**config.mk**
```make
export PLATFORM = sky130hd
export DESIGN_NAME = pixel_depth_expander_core
export DESIGN_NICKNAME = d
export VERILOG_FILES = /design/src/rtl/core/pde_pkg.sv /design/src/rtl/core/pixel_depth_expander_core.sv /design/src/rtl/core/pde_queue.sv /design/src/rtl/core/pde_front.sv /design/src/rtl/core/pde_expand.sv /design/src/rtl/core/pde_pack.sv
export SDC_FILE = /design/constraint.sdc
export NUM_CORES = 2
export LEC_CHECK = 0
export ABC_AREA = 1
export BUFFER_PORTS_ARGS = -buffer_cell sky130_fd_sc_hd__buf_2
export CAP_MARGIN = 20
export CORE_UTILIZATION = 25
export CTS_CLUSTER_DIAMETER = 50
export DETAILED_ROUTE_END_ITERATION = 7
export SLEW_MARGIN = 20
export SYNTH_ARGS = -nofsm -noshare
export SYNTH_HDL_FRONTEND = slang
export SYNTH_SLANG_ARGS = --single-unit
```
**constraint.sdc**
```tcl
create_clock -name clock -period 28.2 [get_ports clock]
set_clock_uncertainty 0.2 [all_clocks]
set_input_delay 8.46 -clock clock [delete_from_list [all_inputs] [get_ports clock]]
set_output_delay 8.46 -clock clock [all_outputs]
set_load 0.02 [all_outputs]
```
**src/rtl/core/pde_pkg.sv**
```systemverilog
// ---------------------------------------------------------------------------
// pde_pkg: shared types and helpers for the pixel depth expander
// Register indexes, the item record passed front to back, the expanded
// chunk record and a few bit helpers.
// ---------------------------------------------------------------------------
package pde_pkg;

   localparam int WORD_BITS = 32;

   // CSR register indexes (byte address = 4 * index)
   typedef enum logic [2:0] {
      REG_SRC_DEPTH_LOG    = 3'd0,
      REG_EXPAND_LOG       = 3'd1,
      REG_PIXEL_MULTIPLIER = 3'd2,
      REG_SRC_BIT_OFFSET   = 3'd3,
      REG_DEST_BIT_OFFSET  = 3'd4,
      REG_RUN_BITS         = 3'd5
   } reg_index_type;

   typedef struct packed {
      logic [1:0]  src_depth_log;
      logic [2:0]  expand_log;
      logic [31:0] pixel_multiplier;
      logic [4:0]  src_bit_offset;
      logic [4:0]  dest_bit_offset;
      logic [15:0] run_bits;
   } cfg_type;

   // one classified source word, front to back
   typedef struct packed {
      logic [31:0] word;
      logic        first;      // opens a run
      logic [4:0]  src_off;    // sampled at run start
      logic [4:0]  dest_off;
      logic [15:0] run_bits;
   } q_item_type;

   // up to 32 expanded bits, expand to pack
   typedef struct packed {
      logic [31:0] bits;
      logic [5:0]  nbits;      // 1..32
      logic        first;      // first chunk of a run
      logic [4:0]  dest_off;
      logic        end_run;    // last chunk of a run
   } chunk_type;

   function automatic logic [31:0] low_ones(input logic [5:0] n);
      low_ones = (n >= 6'd32) ? 32'hffff_ffff : ((32'd1 << n) - 32'd1);
   endfunction

   // true when at least one more pixel can be taken from the held bits
   function automatic logic can_take(input logic [5:0]  fill,
                                     input logic [15:0] remain,
                                     input logic [1:0]  sdl);
      logic [3:0] sbpp;
      logic [3:0] n;
      sbpp = 4'd1 << sdl;
      n = (remain < 16'(sbpp)) ? remain[3:0] : sbpp;
      can_take = (remain != 16'd0) && (fill >= 6'(n));
   endfunction

endpackage

```
**src/rtl/core/pixel_depth_expander_core.sv**
```systemverilog
// ---------------------------------------------------------------------------
// pixel_depth_expander_core: packed pixel depth expander, top level
// CSR block plus front / queue / expand / pack pipeline.
// ---------------------------------------------------------------------------
// Takes 32-bit words of packed source pixels (1, 2, 4 or 8 bpp, LSB first)
// and writes each pixel widened by 2^expand_log (capped at 32 bits) and
// multiplied by pixel_multiplier into 32-bit dest words, from
// dest_bit_offset on, with a write mask per word and last on the final
// word of a run. A run opens on the first item after reset or after the
// previous run closed; src_bit_offset, dest_bit_offset and run_bits are
// sampled then, the other registers are used as they stand. The expand
// stage takes an item only once no further pixel can be drawn from the
// bits it holds; each step after a load widens up to a whole dest word
// of pixels in a lane array, and the run's final partial word may need a
// separate flush step in the pack stage. The default setup is 4 bpp with
// no widening. A dest word passes the front queue, the expand load,
// the chunk register and the output register. Program the registers
// only while the block is idle.
// ---------------------------------------------------------------------------
module pixel_depth_expander_core #(
   parameter int QUEUE_DEPTH = 2      // front to back item queue, >= 2
) (
   input  logic        clock,
   input  logic        reset,

   // source words
   input  logic        req_valid,
   output logic        req_stall,
   input  logic [31:0] req_src_word,

   // dest words
   output logic        rsp_valid,
   input  logic        rsp_stall,
   output logic [31:0] rsp_dest_word,
   output logic [31:0] rsp_write_mask,
   output logic        rsp_last,

   // register port
   input  logic        psel,
   input  logic        penable,
   input  logic        pwrite,
   input  logic [4:0]  paddr,
   input  logic [31:0] pwdata,
   output logic [31:0] prdata,
   output logic        pready
);
   import pde_pkg::*;

   // --- CSRs -------------------------------------------------------------
   logic [1:0]  src_depth_log_ff;
   logic [2:0]  expand_log_ff;
   logic [31:0] pixel_multiplier_ff;
   logic [4:0]  src_bit_offset_ff;
   logic [4:0]  dest_bit_offset_ff;
   logic [15:0] run_bits_ff;
   logic        csr_write;
   logic [2:0]  csr_index;
   cfg_type     cfg;

   assign pready    = 1'b1;
   assign csr_write = psel && penable && pwrite;
   assign csr_index = paddr[4:2];

   always_ff @(posedge clock) begin
      if (reset) begin
         src_depth_log_ff    <= 2'd2;
         expand_log_ff       <= 3'd0;
         pixel_multiplier_ff <= 32'd1;
         src_bit_offset_ff   <= 5'd0;
         dest_bit_offset_ff  <= 5'd0;
         run_bits_ff         <= 16'd32;
      end else if (csr_write) begin
         case (csr_index)
            REG_SRC_DEPTH_LOG:    src_depth_log_ff    <= pwdata[1:0];
            REG_EXPAND_LOG:       expand_log_ff       <= pwdata[2:0];
            REG_PIXEL_MULTIPLIER: pixel_multiplier_ff <= pwdata;
            REG_SRC_BIT_OFFSET:   src_bit_offset_ff   <= pwdata[4:0];
            REG_DEST_BIT_OFFSET:  dest_bit_offset_ff  <= pwdata[4:0];
            REG_RUN_BITS:         run_bits_ff         <= pwdata[15:0];
            default: ;            // unmapped: write dropped
         endcase
      end
   end

   always_comb begin
      case (csr_index)
         REG_SRC_DEPTH_LOG:    prdata = 32'(src_depth_log_ff);
         REG_EXPAND_LOG:       prdata = 32'(expand_log_ff);
         REG_PIXEL_MULTIPLIER: prdata = pixel_multiplier_ff;
         REG_SRC_BIT_OFFSET:   prdata = 32'(src_bit_offset_ff);
         REG_DEST_BIT_OFFSET:  prdata = 32'(dest_bit_offset_ff);
         REG_RUN_BITS:         prdata = 32'(run_bits_ff);
         default:              prdata = '0;
      endcase
   end

   assign cfg = '{src_depth_log:    src_depth_log_ff,
                  expand_log:       expand_log_ff,
                  pixel_multiplier: pixel_multiplier_ff,
                  src_bit_offset:   src_bit_offset_ff,
                  dest_bit_offset:  dest_bit_offset_ff,
                  run_bits:         run_bits_ff};

   // --- pipeline ---------------------------------------------------------
   logic       push;
   q_item_type push_item;
   logic       q_full;
   logic       q_valid;
   q_item_type q_item;
   logic       q_pop;
   logic       ch_valid;
   chunk_type  ch;
   logic       ch_stall;

   // front: accept, mark run starts, drop empty runs
   pde_front u_front (
      .clock        (clock),
      .reset        (reset),
      .cfg          (cfg),
      .req_valid    (req_valid),
      .req_src_word (req_src_word),
      .req_stall    (req_stall),
      .q_full       (q_full),
      .push         (push),
      .push_item    (push_item)
   );

   pde_queue #(
      .DEPTH (QUEUE_DEPTH)
   ) u_queue (
      .clock     (clock),
      .reset     (reset),
      .push      (push),
      .push_item (push_item),
      .full      (q_full),
      .q_valid   (q_valid),
      .q_item    (q_item),
      .pop       (q_pop)
   );

   // back, part 1: realign source bits, widen a dest word a cycle if unstalled
   pde_expand u_expand (
      .clock    (clock),
      .reset    (reset),
      .cfg      (cfg),
      .q_valid  (q_valid),
      .q_item   (q_item),
      .q_pop    (q_pop),
      .ch_valid (ch_valid),
      .ch       (ch),
      .ch_stall (ch_stall)
   );

   // back, part 2: pack into dest words, masks, last flag
   pde_pack u_pack (
      .clock          (clock),
      .reset          (reset),
      .ch_valid       (ch_valid),
      .ch             (ch),
      .ch_stall       (ch_stall),
      .rsp_valid      (rsp_valid),
      .rsp_stall      (rsp_stall),
      .rsp_dest_word  (rsp_dest_word),
      .rsp_write_mask (rsp_write_mask),
      .rsp_last       (rsp_last)
   );

endmodule

```
**src/rtl/core/pde_queue.sv**
```systemverilog
// ---------------------------------------------------------------------------
// pde_queue: short item queue between front and back
// Register based FIFO; lets front and back stall independently.
// ---------------------------------------------------------------------------
module pde_queue #(
   parameter int DEPTH = 2
) (
   input  logic                clock,
   input  logic                reset,
   input  logic                push,
   input  pde_pkg::q_item_type push_item,
   output logic                full,
   output logic                q_valid,
   output pde_pkg::q_item_type q_item,
   input  logic                pop
);
   import pde_pkg::*;

   localparam int PTR_W = (DEPTH > 1) ? $clog2(DEPTH) : 1;
   localparam int CNT_W = $clog2(DEPTH + 1);

   q_item_type        mem_ff [DEPTH];
   logic [PTR_W-1:0]  wr_ptr_ff, wr_ptr_in;
   logic [PTR_W-1:0]  rd_ptr_ff, rd_ptr_in;
   logic [CNT_W-1:0]  count_ff, count_in;

   assign full    = (count_ff == CNT_W'(DEPTH));
   assign q_valid = (count_ff != '0);
   assign q_item  = mem_ff[rd_ptr_ff];

   always_comb begin
      wr_ptr_in = wr_ptr_ff;
      rd_ptr_in = rd_ptr_ff;
      count_in  = count_ff;
      if (push) begin
         wr_ptr_in = (wr_ptr_ff == PTR_W'(DEPTH - 1)) ? '0 : wr_ptr_ff + PTR_W'(1);
      end
      if (pop) begin
         rd_ptr_in = (rd_ptr_ff == PTR_W'(DEPTH - 1)) ? '0 : rd_ptr_ff + PTR_W'(1);
      end
      if (push && !pop) begin
         count_in = count_ff + CNT_W'(1);
      end else if (pop && !push) begin
         count_in = count_ff - CNT_W'(1);
      end
   end

   always_ff @(posedge clock) begin
      if (reset) begin
         wr_ptr_ff <= '0;
         rd_ptr_ff <= '0;
         count_ff  <= '0;
      end else begin
         wr_ptr_ff <= wr_ptr_in;
         rd_ptr_ff <= rd_ptr_in;
         count_ff  <= count_in;
      end
   end

   always_ff @(posedge clock) begin
      if (push) begin
         mem_ff[wr_ptr_ff] <= push_item;
      end
   end

endmodule

```
**src/rtl/core/pde_front.sv**
```systemverilog
// ---------------------------------------------------------------------------
// pde_front: input acceptance and run tracking
// Marks run starts, samples run settings, drops words of empty runs.
// ---------------------------------------------------------------------------
module pde_front (
   input  logic                clock,
   input  logic                reset,
   input  pde_pkg::cfg_type    cfg,
   input  logic                req_valid,
   input  logic [31:0]         req_src_word,
   output logic                req_stall,
   input  logic                q_full,
   output logic                push,
   output pde_pkg::q_item_type push_item
);
   import pde_pkg::*;

   logic        in_run_ff, in_run_in;
   logic [15:0] need_ff, need_in;     // source bits still owed by later words
   logic        accept;
   logic        first;
   logic [5:0]  avail;

   assign req_stall = q_full;
   assign accept    = req_valid && !q_full;
   assign avail     = 6'd32 - {1'b0, cfg.src_bit_offset};

   always_comb begin
      in_run_in = in_run_ff;
      need_in   = need_ff;
      push      = 1'b0;
      first     = 1'b0;
      if (accept) begin
         if (in_run_ff) begin
            push = 1'b1;
            if (need_ff > 16'd32) begin
               need_in = need_ff - 16'd32;
            end else begin
               in_run_in = 1'b0;
            end
         end else if (cfg.run_bits != 16'd0) begin
            push  = 1'b1;
            first = 1'b1;
            if (cfg.run_bits > 16'(avail)) begin
               in_run_in = 1'b1;
               need_in   = cfg.run_bits - 16'(avail);
            end
         end
      end
   end

   assign push_item = '{word:     req_src_word,
                        first:    first,
                        src_off:  cfg.src_bit_offset,
                        dest_off: cfg.dest_bit_offset,
                        run_bits: cfg.run_bits};

   always_ff @(posedge clock) begin
      if (reset) begin
         in_run_ff <= 1'b0;
         need_ff   <= '0;
      end else begin
         in_run_ff <= in_run_in;
         need_ff   <= need_in;
      end
   end

endmodule

```
**src/rtl/core/pde_expand.sv**
```systemverilog
// ---------------------------------------------------------------------------
// pde_expand: source unpack and pixel widening
// Holds unread source bits; each step widens up to one dest word of
// pixels in parallel lanes and registers the chunk.
// ---------------------------------------------------------------------------
module pde_expand (
   input  logic                clock,
   input  logic                reset,
   input  pde_pkg::cfg_type    cfg,
   input  logic                q_valid,
   input  pde_pkg::q_item_type q_item,
   output logic                q_pop,
   output logic                ch_valid,
   output pde_pkg::chunk_type  ch,
   input  logic                ch_stall
);
   import pde_pkg::*;

   localparam int LANES = WORD_BITS;

   logic        busy_ff, busy_in;
   logic [39:0] bits_ff, bits_in;
   logic [5:0]  fill_ff, fill_in;
   logic [15:0] remain_ff, remain_in;
   logic        first_ff, first_in;
   logic [4:0]  dest_off_ff, dest_off_in;
   logic        ch_valid_ff, ch_valid_in;
   chunk_type   ch_ff, ch_in;

   logic [1:0]  sdl;
   logic [3:0]  dsum;
   logic [2:0]  dlog;
   logic [3:0]  sbpp;
   logic [16:0] rem_pix;
   logic [5:0]  avail_full;
   logic        all_avail;
   logic [16:0] avail_pix;
   logic [5:0]  k;
   logic [5:0]  m;
   logic        take_all;
   logic [5:0]  cb;
   logic [31:0] win;
   logic [5:0]  nbits;
   logic [31:0] dmask;
   logic [5:0]  fill_nx;
   logic [15:0] remain_nx;
   logic [39:0] bits_nx;
   logic [39:0] ld_bits;
   logic [5:0]  ld_fill;
   logic [15:0] ld_remain;
   logic        adv;
   logic [31:0] lane_out [LANES];
   logic [31:0] chunk_bits;

   assign sdl  = cfg.src_depth_log;
   assign dsum = {2'b00, sdl} + {1'b0, cfg.expand_log};
   assign dlog = (dsum > 4'd5) ? 3'd5 : dsum[2:0];
   assign sbpp = 4'd1 << sdl;

   // how many pixels this step: limited by held bits, run end and one word
   assign rem_pix    = (17'(remain_ff) + 17'(sbpp) - 17'd1) >> sdl;
   assign avail_full = fill_ff >> sdl;
   assign all_avail  = (remain_ff <= 16'(fill_ff));
   assign avail_pix  = all_avail ? rem_pix : 17'(avail_full);
   assign k          = 6'd32 >> dlog;
   assign m          = (avail_pix < 17'(k)) ? avail_pix[5:0] : k;
   assign take_all   = all_avail && (rem_pix <= 17'(k));
   assign cb         = take_all ? remain_ff[5:0] : (m << sdl);
   assign win        = bits_ff[31:0] & low_ones(cb);   // ragged tail pixel: high bits zero
   assign nbits      = m << dlog;
   assign dmask      = low_ones(6'd1 << dlog);

   assign fill_nx   = fill_ff - cb;
   assign remain_nx = remain_ff - 16'(cb);
   assign bits_nx   = bits_ff >> cb;

   assign ld_bits   = q_item.first ? 40'(q_item.word >> q_item.src_off)
                                   : (bits_ff | (40'(q_item.word) << fill_ff));
   assign ld_fill   = q_item.first ? (6'd32 - {1'b0, q_item.src_off})
                                   : (fill_ff + 6'd32);
   assign ld_remain = q_item.first ? q_item.run_bits : remain_ff;

   // one lane per pixel slot of a dest word
   for (genvar i = 0; i < LANES; i++) begin : g_lane
      localparam int LW = (i < 1) ? 32 : (i < 2) ? 16 : (i < 4) ? 8 :
                          (i < 8) ? 4 : (i < 16) ? 2 : 1;
      localparam int PW = (LW < 8) ? LW : 8;

      logic [PW-1:0] cand  [4];
      logic [PW-1:0] pix;
      logic [LW-1:0] prod;
      logic [LW-1:0] prodm;
      logic [31:0]   place [6];

      for (genvar s = 0; s < 4; s++) begin : g_src
         if ((((i + 1) << s) <= WORD_BITS) && ((1 << s) <= PW)) begin : g_ok
            assign cand[s] = PW'(win[(i << s) +: (1 << s)]);
         end else begin : g_no
            assign cand[s] = '0;
         end
      end

      assign pix   = cand[sdl];
      assign prod  = LW'(pix) * cfg.pixel_multiplier[LW-1:0];
      assign prodm = prod & LW'(dmask);

      for (genvar d = 0; d < 6; d++) begin : g_dst
         if ((((i + 1) << d) <= WORD_BITS) && ((1 << d) <= LW)) begin : g_ok
            assign place[d] = 32'(prodm[(1 << d) - 1:0]) << (i << d);
         end else begin : g_no
            assign place[d] = '0;
         end
      end

      assign lane_out[i] = place[dlog];
   end

   always_comb begin
      chunk_bits = '0;
      for (int j = 0; j < LANES; j++) begin
         chunk_bits = chunk_bits | lane_out[j];
      end
   end

   assign adv   = !ch_valid_ff || !ch_stall;
   assign q_pop = adv && !busy_ff && q_valid;

   always_comb begin
      busy_in     = busy_ff;
      bits_in     = bits_ff;
      fill_in     = fill_ff;
      remain_in   = remain_ff;
      first_in    = first_ff;
      dest_off_in = dest_off_ff;
      ch_valid_in = ch_valid_ff;
      ch_in       = ch_ff;
      if (adv) begin
         ch_valid_in = 1'b0;
         if (busy_ff) begin
            ch_valid_in = 1'b1;
            ch_in = '{bits:     chunk_bits,
                      nbits:    nbits,
                      first:    first_ff,
                      dest_off: dest_off_ff,
                      end_run:  (remain_nx == 16'd0)};
            first_in = 1'b0;
            if (remain_nx == 16'd0) begin
               // run over: leftover source bits are dropped
               bits_in   = '0;
               fill_in   = '0;
               remain_in = '0;
               busy_in   = 1'b0;
            end else begin
               bits_in   = bits_nx;
               fill_in   = fill_nx;
               remain_in = remain_nx;
               busy_in   = can_take(fill_nx, remain_nx, sdl);
            end
         end else if (q_valid) begin
            bits_in   = ld_bits;
            fill_in   = ld_fill;
            remain_in = ld_remain;
            busy_in   = can_take(ld_fill, ld_remain, sdl);
            if (q_item.first) begin
               first_in    = 1'b1;
               dest_off_in = q_item.dest_off;
            end
         end
      end
   end

   always_ff @(posedge clock) begin
      if (reset) begin
         busy_ff     <= 1'b0;
         bits_ff     <= '0;
         fill_ff     <= '0;
         remain_ff   <= '0;
         first_ff    <= 1'b0;
         dest_off_ff <= '0;
         ch_valid_ff <= 1'b0;
      end else begin
         busy_ff     <= busy_in;
         bits_ff     <= bits_in;
         fill_ff     <= fill_in;
         remain_ff   <= remain_in;
         first_ff    <= first_in;
         dest_off_ff <= dest_off_in;
         ch_valid_ff <= ch_valid_in;
      end
   end

   always_ff @(posedge clock) begin
      ch_ff <= ch_in;
   end

   assign ch_valid = ch_valid_ff;
   assign ch       = ch_ff;

endmodule

```
**src/rtl/core/pde_pack.sv**
```systemverilog
// ---------------------------------------------------------------------------
// pde_pack: dest word packing and output register
// Appends chunks at the dest fill point, emits words with write masks
// and flags the final word of each run.
// ---------------------------------------------------------------------------
module pde_pack (
   input  logic               clock,
   input  logic               reset,
   input  logic               ch_valid,
   input  pde_pkg::chunk_type ch,
   output logic               ch_stall,
   output logic               rsp_valid,
   input  logic               rsp_stall,
   output logic [31:0]        rsp_dest_word,
   output logic [31:0]        rsp_write_mask,
   output logic               rsp_last
);
   import pde_pkg::*;

   logic [31:0] ob_ff, ob_in;
   logic [4:0]  of_ff, of_in;
   logic [4:0]  head_ff, head_in;
   logic        flush_ff, flush_in;
   logic        out_valid_ff, out_valid_in;
   logic [31:0] out_word_ff, out_word_in;
   logic [31:0] out_mask_ff, out_mask_in;
   logic        out_last_ff, out_last_in;

   logic [31:0] base_bits;
   logic [4:0]  base_fill;
   logic [4:0]  base_head;
   logic [63:0] acc;
   logic [5:0]  fill_sum;
   logic        can_load;
   logic        take;
   logic [31:0] mask;

   assign base_bits = ch.first ? '0 : ob_ff;
   assign base_fill = ch.first ? ch.dest_off : of_ff;
   assign base_head = ch.first ? ch.dest_off : head_ff;
   assign acc       = {32'd0, base_bits} | ({32'd0, ch.bits} << base_fill);
   assign fill_sum  = {1'b0, base_fill} + ch.nbits;

   assign can_load = !out_valid_ff || !rsp_stall;
   assign take     = ch_valid && can_load && !flush_ff;
   assign ch_stall = !can_load || flush_ff;

   always_comb begin
      ob_in        = ob_ff;
      of_in        = of_ff;
      head_in      = head_ff;
      flush_in     = flush_ff;
      out_valid_in = out_valid_ff;
      out_word_in  = out_word_ff;
      out_mask_in  = out_mask_ff;
      out_last_in  = out_last_ff;
      mask         = '0;
      if (can_load) begin
         out_valid_in = 1'b0;
      end
      if (flush_ff && can_load) begin
         // tail word left after a full word in the run's last chunk
         mask         = low_ones({1'b0, of_ff}) & ~low_ones({1'b0, head_ff});
         out_valid_in = 1'b1;
         out_word_in  = ob_ff & mask;
         out_mask_in  = mask;
         out_last_in  = 1'b1;
         ob_in        = '0;
         of_in        = '0;
         head_in      = '0;
         flush_in     = 1'b0;
      end else if (take) begin
         if (fill_sum[5]) begin
            mask         = ~low_ones({1'b0, base_head});
            out_valid_in = 1'b1;
            out_word_in  = acc[31:0] & mask;
            out_mask_in  = mask;
            out_last_in  = ch.end_run && (fill_sum == 6'd32);
            ob_in        = acc[63:32];
            of_in        = fill_sum[4:0];
            head_in      = '0;
            flush_in     = ch.end_run && (fill_sum != 6'd32);
         end else if (ch.end_run) begin
            mask         = low_ones(fill_sum) & ~low_ones({1'b0, base_head});
            out_valid_in = 1'b1;
            out_word_in  = acc[31:0] & mask;
            out_mask_in  = mask;
            out_last_in  = 1'b1;
            ob_in        = '0;
            of_in        = '0;
            head_in      = '0;
         end else begin
            ob_in   = acc[31:0];
            of_in   = fill_sum[4:0];
            head_in = base_head;
         end
      end
   end

   always_ff @(posedge clock) begin
      if (reset) begin
         ob_ff        <= '0;
         of_ff        <= '0;
         head_ff      <= '0;
         flush_ff     <= 1'b0;
         out_valid_ff <= 1'b0;
      end else begin
         ob_ff        <= ob_in;
         of_ff        <= of_in;
         head_ff      <= head_in;
         flush_ff     <= flush_in;
         out_valid_ff <= out_valid_in;
      end
   end

   always_ff @(posedge clock) begin
      out_word_ff <= out_word_in;
      out_mask_ff <= out_mask_in;
      out_last_ff <= out_last_in;
   end

   assign rsp_valid      = out_valid_ff;
   assign rsp_dest_word  = out_word_ff;
   assign rsp_write_mask = out_mask_ff;
   assign rsp_last       = out_last_ff;

endmodule
```
==> qor.yml <==
run_status:
  outcome: "complete, but fails checks"
  violations: "design-rule violations"
floorplan:
  start_util_pct: 25.2
  row_count: 157
  io_pins: 176
  die_x_um: 432
  die_h_um: 432
  dieArea_sq_um: 187000
  core_area_sq_um: 183000
detailed_routing:
  drt_first_pass_iters: 8
  route.vias.total: 48007
  postRouteAntennaNets: 0
  drc: 3
  drt-vias-per-instance: 5.07
  wl_per_cell_um: 19.6
  wl_mm: 186
  drt-initial-drc-count: 5249
synthesis:
  synth_flop_cell: "edfxtp_1"
  yosysSeqAreaShare_pct: 23.4
  ys_warn_count: 0
  synth-edff-count: 227
  async_flop_share_pct: 0
  netlist_area_sq_um: 46200
  syn_inst: 6936
  synth_area_per_cell_sq_um: 6.66
  synth-seq-cells: 427
  synth_cell_type_count: 79
worst_setup_path:
  cp_num_buf_inv: 4
  path_cells: "buf_2, inv_1, nor3_1, inv_1, o21ai_0, a221oi_1, o221ai_1, buf_2"
  crit_path_start: "paddr[3]"
  critPathMaxFanout: 32
  setup.worst_path.start_class: "input pin"
  reg2reg_from: "src_depth_log_ff[1]$_SDFFE_PP1P_"
  rrSetupSlack_ps: 13820
  critPathArrivalTime_ps: 10570
  worstPathRequired_ps: 19540
  end_kind: "primary output"
  path_delay_family: "buffers and inverters"
  max_stage_delay_ps: 720
  critPathKind: "in -> out"
  crit_path_top_delay_cell: "inv_1"
clock_tree:
  clock_sinks: 427
  cts_buffers: 70
  post_cts_buffers: 0
  post_cts_resized: 0
  root_buffer: "clkbuf_16"
  cts_tree: "yes"
  h-tree-depth: 3
  max-clock-path-buffers: 3
  clock_latency_ps: 690
  clkSlewWorstSetupHoldPaths_ps: 50
  postCtsHoldBufs: 0
global_route:
  antenna_found_initial: 10
  grt_pass1_wl_mm: 279
  met2_usage_pct: 30.2
  grt_pass1_vias: 44806
  overflow: 0
  busiest_layer: "met2"
  met1_usage_pct: 27.1
  track_usage_pct: 19.4
  grtUsageMet3_pct: 2.91
  grt_max_degree: 73
power_and_ir_drop:
  vdd_ir_drop_max_v: 0.000185
  pwr_density_cell_nw_per_um2: 123
  p_leak_nw: 22.8
timing:
  fin_crit_ps: 19230
  fin_tns_setup_ps: 0
  setup_viol: 0
  hold_ws_ps: 273
  rsz0062_at_grt: "no"
  fmax_mhz: 52.0
  tightest_slew_ps: 1180
  post-route-period-util_pct: 68.2
  maxSlewHeadroom_pct: 21.3
  slew_viol_final: 0
  finalHoldViolations: 0
hold_path:
  hold_path.class: "reg -> reg"
  min-delay-start: "u_pack.rsp_last$_SDFFE_PP1P_"
placement:
  gp_congestion: 0.966
  dpl.cell_count: 9344
  place_area_sq_um: 49600
  io_buffers: 172
  dp_hpwl_mm: 144
cells_and_area:
  final_nets: 7478
  area_delta_synth_final_pct: 12.7
  layout-drive-gt1-share_pct: 8.25
  layout_commonest_cell: "nand2_1"
  fin_cells: 9475
  fillCellCount: 20290
  final_area_sq_um: 52100
  layout_common_cells: "nand2_1, inv_1, nor2_1"
  fin_util_pct: 28.4
run:
  maxCapViolCount: 0
## sequential cells by signal, indices dropped and copies added, names as in the netlist, 2 cells and up, named ones only
signal	cells
u_queue.mem_ff	118
u_expand.ch	45
u_pack.ob_ff	32
src_bit_offset_ff	5
dest_bit_offset_ff	5
pixel_multiplier_ff	32
u_pack.head_ff	5
u_expand.remain_ff	16
u_pack.of_ff	5
u_front.need_ff	16
u_pack.rsp_dest_word	32
u_expand.bits_ff	40
u_expand.fill_ff	6
u_expand.dest_off_ff	5
run_bits_ff	16
u_queue.count_ff	2
src_depth_log_ff	2
u_pack.rsp_write_mask	32
expand_log_ff	3
## tightest hold or removal path, stage by stage (launching register included)
cell and delay, ps:
dfxtp_1 320, nand2_1 50, nand3_1 70
## power by group
group          total, mW  switching (mW)  internal (mW)
combinational       4.55            3.31           1.23
clock              0.898           0.343          0.554
sequential         0.984           0.113          0.871
total               6.43            3.77           2.66
## through the flow
step / setup slack (ps) / power, mW
6_report: 8970 / 6.43
3_3_place_gp: 9010 / 5.40
2_1_floorplan: 9910 / 3.98
3_5_place_dp: 8970 / 5.42
4_1_cts: 8950 / 6.35
5_1_grt: 8750 / 6.90
## layout make-up
type                    count  area [sq um]  share of cell area (%)
clock buffers              85          1940                    3.73
flip-flops and latches    427         10800                    20.8
repair buffers            267          1570                    3.02
multi-input cells        5169         30300                    58.2
inverters                1017          3820                    7.34
diodes                      2          5.00                 0.00961
clock inverters            44           498                   0.956
well taps                2464          3080                    5.92
## synthesized netlist by cell type, types with 32 or more instances
master	count	area (sq um)
o211ai_1	44	330
nand4_1	79	494
mux2i_1	35	350
edfxtp_1	227	6820
xor2_1	63	552
o2111ai_1	32	280
nand2_1	1580	5930
clkbuf_1	257	965
o22ai_1	85	532
fa_1	244	4880
inv_1	956	3590
nand3_1	373	1870
buf_1	32	120
or2_2	32	200
a31oi_1	93	582
nor2_1	862	3240
a21oi_1	312	1560
dfxtp_1	200	4000
o21ai_0	680	3400
nor3_1	77	385
ha_1	206	2580
## path summary, 6_finish.rpt
kind	end	cells after the start
setup reg to reg	u_expand.ch[44]$_DFFE_PP_	80
hold reg to reg	u_pack.rsp_last$_SDFFE_PP1P_	2
hold / removal	u_pack.rsp_last$_SDFFE_PP1P_	2
setup / recovery	prdata[0]	8
## layer usage
metal  wire, um  vias to the layer above  share of wire (%)
met5         11                        -             0.0059
met4       6990                        2                3.8
met3      14900                      332                8.0
met2      80900                     2091                 44
met1      83100                    22769                 45
li1           -                    22813                  -
## cell families (layout without fill, tap and decap cells)
logic type / count (synthesis) / after routing / share of synthesized area [%]
and+or+nand+nor: 3132 / 3132 / 28.5
AOI/OAI and AO/OA: 1453 / 1453 / 18.1
buffers and inverters: 1341 / 1413 / 11.1
adders and majority gates: 450 / 450 / 16.1
DFF: 427 / 427 / 23.4
xor gates and xnor gates: 97 / 97 / 1.95
muxes: 35 / 35 / 0.758
other: 1 / 4 / 0.00812
No activity file was read; power rests on OpenSTA's default activity.
